[src/sv/kri_pkg.sv]
`timescale 1ns / 1ps
// kri_pkg: shared types and constants of the keyframe rgb interpolator
// used by keyframe_rgb_interpolator_core and its port checker, no dependencies

package kri_pkg;

   // request kinds carried on req_tuser, the fourth code is a no-op
   typedef logic [1:0] kind_type;
   localparam kind_type KIND_KEY  = 2'd0;
   localparam kind_type KIND_TICK = 2'd1;
   localparam kind_type KIND_TAKE = 2'd2;

   // channel speed, signed fixed point
   localparam int SPEED_BITS = 34;
   typedef logic [SPEED_BITS-1:0] speed_type;

   // update threshold register
   localparam int THR_BITS = 12;
   localparam logic [THR_BITS-1:0] THR_RESET = 12'd16;

   // flag positions in rsp_tdata
   localparam int NEED_POS = 0;
   localparam int PAST_POS = 1;

endpackage

[src/sv/keyframe_rgb_interpolator_core.sv]
`timescale 1ns / 1ps
// keyframe_rgb_interpolator_core: linear rgb interpolation between keyframes
// bit-serial divider for speeds, shift-add multiplier for ticks; uses kri_pkg
//
//  port group | dir | payload (low bit first)
//  req_*      | in  | tuser: kind; tdata: elapsed_ms, key_time_ms, key_red/green/blue
//  rsp_*      | out | tdata: needs_update, passed_target, out_red/green/blue
//  csr_*      | in  | wr_data: update_threshold, written when wr_en is high
//
// keyframe with nonzero span: bit-serial divide, one quotient bit per cycle
// tick that interpolates: shift-add multiply, one multiplier bit per cycle
// other items go straight to the result; the next word is taken the cycle after the result is loaded
// a result waits in the output register while the next word is worked on
// reset is synchronous and clears the control and color state, threshold returns to 16; datapath regs are not reset

module keyframe_rgb_interpolator_core #(
   parameter int COLOR_BITS = 12,
   parameter int TIME_BITS  = 32,
   parameter int FRAC_BITS  = 20
) (
   input  logic clock,
   input  logic reset,
   input  logic req_tvalid,
   output logic req_tready,
   // kind
   input  logic [1:0] req_tuser,
   // elapsed_ms, key_time_ms, key_red, key_green, key_blue, zero pad
   input  logic [((2*TIME_BITS+3*COLOR_BITS+7)/8)*8-1:0] req_tdata,
   output logic rsp_tvalid,
   input  logic rsp_tready,
   // needs_update, passed_target, out_red, out_green, out_blue, zero pad
   output logic [((2+3*COLOR_BITS+7)/8)*8-1:0] rsp_tdata,
   input  logic csr_wr_en,
   input  logic [kri_pkg::THR_BITS-1:0] csr_wr_data
);

   localparam int C       = COLOR_BITS;
   localparam int TB      = TIME_BITS;
   localparam int F       = FRAC_BITS;
   localparam int SB      = kri_pkg::SPEED_BITS;
   localparam int OUT_BITS = 2 + 3*C;
   localparam int OUT_W   = ((OUT_BITS+7)/8)*8;
   localparam int QW      = C + F;
   localparam int PW      = SB + TB;
   localparam int WQ      = ((QW > SB) ? QW : SB) + 1;
   localparam int DW      = ((C+1) > kri_pkg::THR_BITS) ? (C+1) : kri_pkg::THR_BITS;
   localparam int CNT_MAX = (QW > TB) ? QW : TB;
   localparam int CNT_W   = $clog2(CNT_MAX);
   localparam int KT_LO   = TB;
   localparam int COL_LO  = 2*TB;

   localparam logic [CNT_W-1:0] DIV_LAST = CNT_W'(QW-1);
   localparam logic [CNT_W-1:0] MUL_LAST = CNT_W'(TB-1);
   localparam logic [WQ-1:0] POS_LIM = {{(WQ-SB+1){1'b0}}, {(SB-1){1'b1}}};
   localparam logic [WQ-1:0] NEG_LIM = {{(WQ-SB){1'b0}}, 1'b1, {(SB-1){1'b0}}};

   localparam logic [2:0] ST_IDLE = 3'd0;
   localparam logic [2:0] ST_DIV  = 3'd1;
   localparam logic [2:0] ST_SPD  = 3'd2;
   localparam logic [2:0] ST_MUL  = 3'd3;
   localparam logic [2:0] ST_FIN  = 3'd4;
   localparam logic [2:0] ST_EMIT = 3'd5;

   // registers
   logic [2:0]                  state_ff, state_in;
   logic [CNT_W-1:0]            cnt_ff, cnt_in;
   logic [kri_pkg::THR_BITS-1:0] thr_ff, thr_in;
   logic [TB-1:0]               start_time_ff, start_time_in;
   logic [TB-1:0]               goal_time_ff, goal_time_in;
   logic [C-1:0]                start_col_ff [3], start_col_in [3];
   logic [C-1:0]                goal_col_ff [3], goal_col_in [3];
   kri_pkg::speed_type          speed_ff [3], speed_in [3];
   logic [C-1:0]                exp_ff [3], exp_in [3];
   logic [C-1:0]                shown_ff [3], shown_in [3];
   logic                        past_ff, past_in;
   logic                        upd_ff, upd_in;
   logic [TB-1:0]               dvs_ff, dvs_in;
   logic [QW-1:0]               num_ff [3], num_in [3];
   logic [TB-1:0]               rem_ff [3], rem_in [3];
   logic                        qneg_ff [3], qneg_in [3];
   logic [TB-1:0]               dsr_ff, dsr_in;
   logic                        dneg_ff, dneg_in;
   logic [SB-1:0]               hi_ff [3], hi_in [3];
   logic [TB-1:0]               plo_ff [3], plo_in [3];
   logic                        rsp_valid_ff, rsp_valid_in;
   logic [OUT_W-1:0]            rsp_data_ff, rsp_data_in;

   // unpacked request word
   kri_pkg::kind_type in_kind;
   logic [TB-1:0]     in_now, in_key_time;
   logic [C-1:0]      in_col [3];

   assign in_kind     = req_tuser;
   assign in_now      = req_tdata[TB-1:0];
   assign in_key_time = req_tdata[KT_LO +: TB];
   assign in_col[0]   = req_tdata[COL_LO +: C];
   assign in_col[1]   = req_tdata[COL_LO+C +: C];
   assign in_col[2]   = req_tdata[COL_LO+2*C +: C];

   // accept-time differences
   logic [TB:0]   span, delta;
   logic [TB-1:0] span_mag, delta_mag;
   logic          span_zero, passing;
   logic [C:0]    dcol [3];
   logic [C-1:0]  dcol_mag [3];

   // per-lane datapath
   logic [TB+1:0]  div_try [3];
   logic           div_ok [3];
   logic [WQ-1:0]  qx [3];
   kri_pkg::speed_type spd_new [3];
   logic [SB-1:0]  smag [3];
   logic [SB:0]    mul_sum [3];
   logic [PW-1:0]  prod [3];
   logic           lneg [3];
   logic           sticky [3];
   logic           big [3];
   logic [C:0]     mlow [3];
   logic [C:0]     csum [3];
   logic [C:0]     cdif [3];
   logic [C-1:0]   res [3];
   logic [C:0]     sdif [3];
   logic [C-1:0]   sdif_mag [3];
   logic           over [3];

   always_comb begin
      span      = {1'b0, in_key_time} - {1'b0, goal_time_ff};
      span_mag  = span[TB] ? TB'(-span) : span[TB-1:0];
      span_zero = (span == '0);
      delta     = {1'b0, in_now} - {1'b0, start_time_ff};
      delta_mag = delta[TB] ? TB'(-delta) : delta[TB-1:0];
      passing   = !past_ff && (in_now > goal_time_ff);
      for (int i = 0; i < 3; i++) begin
         dcol[i]     = {1'b0, in_col[i]} - {1'b0, goal_col_ff[i]};
         dcol_mag[i] = dcol[i][C] ? C'(-dcol[i]) : dcol[i][C-1:0];

         // restoring divide step
         div_try[i] = {1'b0, rem_ff[i], num_ff[i][QW-1]} - {2'b00, dvs_ff};
         div_ok[i]  = !div_try[i][TB+1];

         // signed speed from the quotient magnitude, saturated
         qx[i] = WQ'(num_ff[i]);
         if (!qneg_ff[i]) begin
            spd_new[i] = (qx[i] > POS_LIM) ? {1'b0, {(SB-1){1'b1}}} : qx[i][SB-1:0];
         end else begin
            spd_new[i] = (qx[i] > NEG_LIM) ? {1'b1, {(SB-1){1'b0}}} : SB'(-qx[i][SB-1:0]);
         end

         // shift-add multiply step
         smag[i]    = speed_ff[i][SB-1] ? SB'(-speed_ff[i]) : speed_ff[i];
         mul_sum[i] = {1'b0, hi_ff[i]} + (dsr_ff[0] ? {1'b0, smag[i]} : '0);

         // floor of the signed product, clamped to the color range
         prod[i]   = {hi_ff[i], plo_ff[i]};
         lneg[i]   = speed_ff[i][SB-1] ^ dneg_ff;
         sticky[i] = |prod[i][F-1:0];
         big[i]    = |prod[i][PW-1:F+C];
         mlow[i]   = {1'b0, prod[i][F+C-1:F]} + (C+1)'(lneg[i] & sticky[i]);
         csum[i]   = {1'b0, start_col_ff[i]} + {1'b0, mlow[i][C-1:0]};
         cdif[i]   = {1'b0, start_col_ff[i]} - {1'b0, mlow[i][C-1:0]};
         if (!lneg[i]) begin
            res[i] = (big[i] || mlow[i][C] || csum[i][C]) ? {C{1'b1}} : csum[i][C-1:0];
         end else begin
            res[i] = (big[i] || mlow[i][C] || cdif[i][C]) ? '0 : cdif[i][C-1:0];
         end

         sdif[i]     = {1'b0, res[i]} - {1'b0, shown_ff[i]};
         sdif_mag[i] = sdif[i][C] ? C'(-sdif[i]) : sdif[i][C-1:0];
         over[i]     = DW'(sdif_mag[i]) > DW'(thr_ff);
      end
   end

   assign req_tready = (state_ff == ST_IDLE);
   assign rsp_tvalid = rsp_valid_ff;
   assign rsp_tdata  = rsp_data_ff;

   always_comb begin
      state_in      = state_ff;
      cnt_in        = cnt_ff;
      thr_in        = csr_wr_en ? csr_wr_data : thr_ff;
      start_time_in = start_time_ff;
      goal_time_in  = goal_time_ff;
      past_in       = past_ff;
      upd_in        = upd_ff;
      dvs_in        = dvs_ff;
      dsr_in        = dsr_ff;
      dneg_in       = dneg_ff;
      rsp_valid_in  = rsp_valid_ff && !rsp_tready;
      rsp_data_in   = rsp_data_ff;
      for (int i = 0; i < 3; i++) begin
         start_col_in[i] = start_col_ff[i];
         goal_col_in[i]  = goal_col_ff[i];
         speed_in[i]     = speed_ff[i];
         exp_in[i]       = exp_ff[i];
         shown_in[i]     = shown_ff[i];
         num_in[i]       = num_ff[i];
         rem_in[i]       = rem_ff[i];
         qneg_in[i]      = qneg_ff[i];
         hi_in[i]        = hi_ff[i];
         plo_in[i]       = plo_ff[i];
      end

      unique case (state_ff)
         ST_IDLE: begin
            if (req_tvalid) begin
               state_in = ST_EMIT;
               cnt_in   = '0;
               case (in_kind)
                  kri_pkg::KIND_KEY: begin
                     start_time_in = goal_time_ff;
                     goal_time_in  = in_key_time;
                     past_in       = 1'b0;
                     dvs_in        = span_mag;
                     for (int i = 0; i < 3; i++) begin
                        start_col_in[i] = goal_col_ff[i];
                        goal_col_in[i]  = in_col[i];
                        num_in[i]       = {dcol_mag[i], {F{1'b0}}};
                        rem_in[i]       = '0;
                        qneg_in[i]      = dcol[i][C] ^ span[TB];
                        if (span_zero) begin
                           speed_in[i] = '0;
                        end
                     end
                     if (!span_zero) begin
                        state_in = ST_DIV;
                     end
                  end
                  kri_pkg::KIND_TICK: begin
                     if (passing) begin
                        past_in = 1'b1;
                        upd_in  = 1'b1;
                     end else if (!past_ff) begin
                        dsr_in  = delta_mag;
                        dneg_in = delta[TB];
                        for (int i = 0; i < 3; i++) begin
                           hi_in[i]  = '0;
                           plo_in[i] = '0;
                        end
                        state_in = ST_MUL;
                     end
                  end
                  kri_pkg::KIND_TAKE: begin
                     upd_in = 1'b0;
                     for (int i = 0; i < 3; i++) begin
                        shown_in[i] = exp_ff[i];
                     end
                  end
                  default: begin
                     state_in = ST_EMIT;
                  end
               endcase
            end
         end
         ST_DIV: begin
            for (int i = 0; i < 3; i++) begin
               rem_in[i] = div_ok[i] ? div_try[i][TB-1:0]
                                     : {rem_ff[i][TB-2:0], num_ff[i][QW-1]};
               num_in[i] = {num_ff[i][QW-2:0], div_ok[i]};
            end
            cnt_in = cnt_ff + 1'b1;
            if (cnt_ff == DIV_LAST) begin
               state_in = ST_SPD;
            end
         end
         ST_SPD: begin
            for (int i = 0; i < 3; i++) begin
               speed_in[i] = spd_new[i];
            end
            state_in = ST_EMIT;
         end
         ST_MUL: begin
            for (int i = 0; i < 3; i++) begin
               hi_in[i]  = mul_sum[i][SB:1];
               plo_in[i] = {mul_sum[i][0], plo_ff[i][TB-1:1]};
            end
            dsr_in = {1'b0, dsr_ff[TB-1:1]};
            cnt_in = cnt_ff + 1'b1;
            if (cnt_ff == MUL_LAST) begin
               state_in = ST_FIN;
            end
         end
         ST_FIN: begin
            for (int i = 0; i < 3; i++) begin
               exp_in[i] = res[i];
            end
            upd_in   = over[0] || over[1] || over[2];
            state_in = ST_EMIT;
         end
         ST_EMIT: begin
            // load the result word once the output register is free
            if (!rsp_valid_ff || rsp_tready) begin
               rsp_valid_in = 1'b1;
               rsp_data_in  = OUT_W'({exp_ff[2], exp_ff[1], exp_ff[0], past_ff, upd_ff});
               state_in     = ST_IDLE;
            end
         end
         default: begin
            state_in = ST_IDLE;
         end
      endcase
   end

   always_ff @(posedge clock) begin
      if (reset) begin
         state_ff      <= ST_IDLE;
         cnt_ff        <= '0;
         thr_ff        <= kri_pkg::THR_RESET;
         start_time_ff <= '0;
         goal_time_ff  <= '0;
         past_ff       <= 1'b0;
         upd_ff        <= 1'b0;
         rsp_valid_ff  <= 1'b0;
         for (int i = 0; i < 3; i++) begin
            start_col_ff[i] <= '0;
            goal_col_ff[i]  <= '0;
            speed_ff[i]     <= '0;
            exp_ff[i]       <= '0;
            shown_ff[i]     <= '0;
         end
      end else begin
         state_ff      <= state_in;
         cnt_ff        <= cnt_in;
         thr_ff        <= thr_in;
         start_time_ff <= start_time_in;
         goal_time_ff  <= goal_time_in;
         past_ff       <= past_in;
         upd_ff        <= upd_in;
         rsp_valid_ff  <= rsp_valid_in;
         for (int i = 0; i < 3; i++) begin
            start_col_ff[i] <= start_col_in[i];
            goal_col_ff[i]  <= goal_col_in[i];
            speed_ff[i]     <= speed_in[i];
            exp_ff[i]       <= exp_in[i];
            shown_ff[i]     <= shown_in[i];
         end
      end
   end

   // datapath shift registers, no reset
   always_ff @(posedge clock) begin
      dvs_ff      <= dvs_in;
      dsr_ff      <= dsr_in;
      dneg_ff     <= dneg_in;
      rsp_data_ff <= rsp_data_in;
      for (int i = 0; i < 3; i++) begin
         num_ff[i]  <= num_in[i];
         rem_ff[i]  <= rem_in[i];
         qneg_ff[i] <= qneg_in[i];
         hi_ff[i]   <= hi_in[i];
         plo_ff[i]  <= plo_in[i];
      end
   end

endmodule

[config.mk]
export PLATFORM = sky130hd
export DESIGN_NAME = keyframe_rgb_interpolator_core
export DESIGN_NICKNAME = d
export VERILOG_FILES = /design/src/sv/kri_pkg.sv /design/src/sv/keyframe_rgb_interpolator_core.sv
export SDC_FILE = /design/constraint.sdc
export NUM_CORES = 2
export LEC_CHECK = 0
export ABC_AREA = 1
export BUFFER_PORTS_ARGS = -buffer_cell sky130_fd_sc_hd__buf_2
export CAP_MARGIN = 0
export CELL_PAD_IN_SITES_DETAIL_PLACEMENT = 1
export CELL_PAD_IN_SITES_GLOBAL_PLACEMENT = 1
export CORE_MARGIN = 2
export CORE_UTILIZATION = 51
export CTS_CLUSTER_SIZE = 12
export DETAILED_ROUTE_END_ITERATION = 10
export MAX_ROUTING_LAYER = met4
export PLACE_DENSITY = 0.84
export SYNTH_ARGS = -nofsm -noshare
export SYNTH_HDL_FRONTEND = slang
export SYNTH_SLANG_ARGS = --single-unit
export TNS_END_PERCENT = 30
[constraint.sdc]
create_clock -name clock -period 22.4 [get_ports clock]
set_clock_uncertainty 0.2 [all_clocks]
set_input_delay 2.24 -clock clock [delete_from_list [all_inputs] [get_ports clock]]
set_output_delay 2.24 -clock clock [all_outputs]
set_load 0.01 [all_outputs]
==> flow_summary.toml <==
[cts]
htree_levels = 3
cts_inserted_buffers = 96
cts_tree = "yes"
post_cts_buffers = 0
cts.repair.resized = 0
cts_max_path_buffers = 3
clkLatencyLatePin_ns = 0.73
cts.clk_slew.worst_paths_ns = 0.06
clock_sinks = 829
root_buffer = "clkbuf_16"
postCtsHoldBufs = 0

[routing]
avgViaCountPerCell = 5.78
drtIter0Drc = 4233
drc = 0
wire_per_inst_um = 19.5
ant_nets = 0
first_pass_iters = 6
vias = 61000
routed_wl_mm = 206

[synthesis]
synth-edff-count = 496
synth_top_area_share_pct = 23.7
synth-async-reset-ratio_pct = 0
yosys.area_share.simple_pct = 22.9
synth_top_family_by_area = "simple AND/OR/NAND/NOR gates"
ys_seq_area_share_pct = 34.3
synth.top_cells.by_count = "nand2_1 (1679), inv_1 (1289), a21oi_1 (1068), nor2_1 (813), o21ai_0 (800)"
synthAdderAreaFrac_pct = 10.7
syn_area_um2 = 62900
synth-main-ff-cell = "edfxtp_1"
avgSynthCellArea_um2 = 7.16
synthXorXnorAreaFrac_pct = 4.36
synth_compound_area_share_pct = 18.4
synth-seq-cells = 829
synth_warnings = 0
synthMuxAreaShare_pct = 0
ys_types = 57
synthTopCellsByArea = "edfxtp_1 (24%), dfxtp_1 (11%), ha_1 (10%)"
synth_top_cell_by_area = "edfxtp_1"
yosysMostFrequentCell = "nand2_1"
synth_cells = 8784

[sta]
slew_headroom_pct = 18.5
min_period_ns = 10.01
setup_violations = 0
fmax_mhz = 99.9
report.final.slew_viol_count = 0
worstMarginPinSlew_ns = 1.22
period_share_pct = 44.7
hold_viol = 0
finalSetupTns_ns = 0
grt_setup_unrepaired = "no"
holdWs_ns = 0.254

[global_route]
antenna_found_initial = 21
grt_pass1_vias = 62700
grt_usage_pct = 33.3
grt_overflow = 0
grt_pass1_wl_mm = 333
grt_start_max_net_pins = 130

[place]
placed_area_um2 = 65100
dp_hpwl_mm = 156
gp_congestion = 0.954
port_buffers = 158

[setup_path]
crit_arrival_ns = 10.43
rrSetupSlack_ns = 12.39
crit_required_ns = 22.82
crit_type = "flop to flop"
worstSetupStartpointType = "flop"
critPathSlowestCell = "xnor2_1"
endpoint_kind = "flop"
timing.rr.end = "upd_ff"
r2r_start = "dneg_ff"
startpoint = "dneg_ff"
slowest_delay_ns = 0.75
reg2reg_depth = 47
cp_max_fo = 14
cp_common_cell = "nand2_1"

[worst_hold_path]
hold_start = "exp_ff[0][20]"
hold_class = "flop to flop"
hold_end = "rsp_tdata[22]"
hold_depth = 0

[floorplanning]
rows = 128
die_h_um = 355
start_util_pct = 51.5
die_w_um = 355
pin_count = 165
dieArea_um2 = 126000
core-area_um2 = 122000

[finish]
finalCoreUtilization_pct = 56.0
stdcell_area_um2 = 68300
fillerInstances = 15900
fin_nets = 9478
drive_gt1_share_pct = 4.80
area_delta_synth_final_pct = 8.67

[power_and_ir_drop]
power.density_nw_per_um2 = 109
p_leak_nw = 30.6
ir_drop_mv = 0.0926
finalPower_mw = 7.47

[job]
max-cap-violations = 0

[outcome]
outcome = "finished clean"
==> cells in the final DEF (no fill, tap or decap), drive strengths merged, types with 41 or more instances in the layout <==
master	n
edfxtp	496
a21oi	1069
nor4	63
xnor2	87
o21ai	806
nor3	175
buf	195
nand4	117
dfxtp	333
xor2	226
nand2	1689
nand3	434
ha	504
o21a	41
a31oi	59
inv	1300
nor2	825
clkbuf	139
==> kinds of logic (layout without fill, tap and decap cells) <==
logic type,Yosys count,count (layout)
buffers and inverters,1545,1675
XOR/XNOR,313,313
adder cells (fa/ha/maj),524,524
other,1,15
AND/OR/NAND/NOR,3407,3407
AO/OA/AOI/OAI,2165,2165
flip-flops,829,829
==> how the worst max path moves through the flow <==
| stage | endpoint | slack [ns] | cells past startpoint |
|---|---|---|---|
| global route | upd_ff | 11.51 | 48 |
| finish | upd_ff | 12.39 | 47 |
| detailed placement | upd_ff | 12.64 | 48 |
| floorplan | dsr_ff[0] | 6.92 | 8 |
| global placement | upd_ff | 12.81 | 48 |
| CTS | upd_ff | 12.42 | 47 |
==> where the power goes <==
| group | internal (mW) | total [mW] | switching [mW] |
|---|---|---|---|
| registers | 2.07 | 2.31 | 0.244 |
| clock network | 0.916 | 1.62 | 0.707 |
| logic | 1.12 | 3.54 | 2.42 |
| total | 4.11 | 7.47 | 3.37 |
==> metal layers <==
metal,GRT usage [%],wire length [um]
met4,8.89,5720
met3,3.54,9280
met2,54.3,96400
met5,-,0
met1,44.1,94700
==> through the flow <==
step / std cells / setup WS (ns)
4_1_cts: 10500 / 12.42
3_5_place_dp: 10400 / 12.64
5_1_grt: 10600 / 11.51
6_report: 10600 / 12.39
3_3_place_gp: 10400 / 12.81
2_1_floorplan: 8785 / 6.92
==> state kept, by name (all words and copies together), names as in the netlist, 36 cells and up <==
signal,count
exp_ff,36
speed_ff,102
num_ff,96
hi_ff,102
start_col_ff,36
rem_ff,96
plo_ff,96
shown_ff,36
goal_col_ff,36
rsp_tdata,38
==> critical path: cells and delay by family, from the launching register on <==
kind / cells / cell delay [ns]
buffers and inverters: 7 / 1.02
AO/OA/AOI/OAI: 14 / 3.25
adder cells (fa/ha/maj): 5 / 1.46
AND/OR/NAND/NOR: 19 / 2.44
flip-flops: 1 / 0.58
XOR/XNOR: 2 / 0.94
==> final cells by class <==
| cell class | count | area, um^2 | share of cell area (%) |
|---|---|---|---|
| clock buffer | 139 | 2820 | 4.13 |
| multi-input combinational | 6411 | 35500 | 52.0 |
| inverter | 1298 | 4890 | 7.15 |
| antenna | 13 | 32.5 | 0.0476 |
| sequential | 829 | 21600 | 31.6 |
| tap | 1625 | 2030 | 2.98 |
| timing repair buffer | 195 | 1080 | 1.59 |
| clock inverter | 43 | 384 | 0.562 |
(Power assumes the default switching activity.)
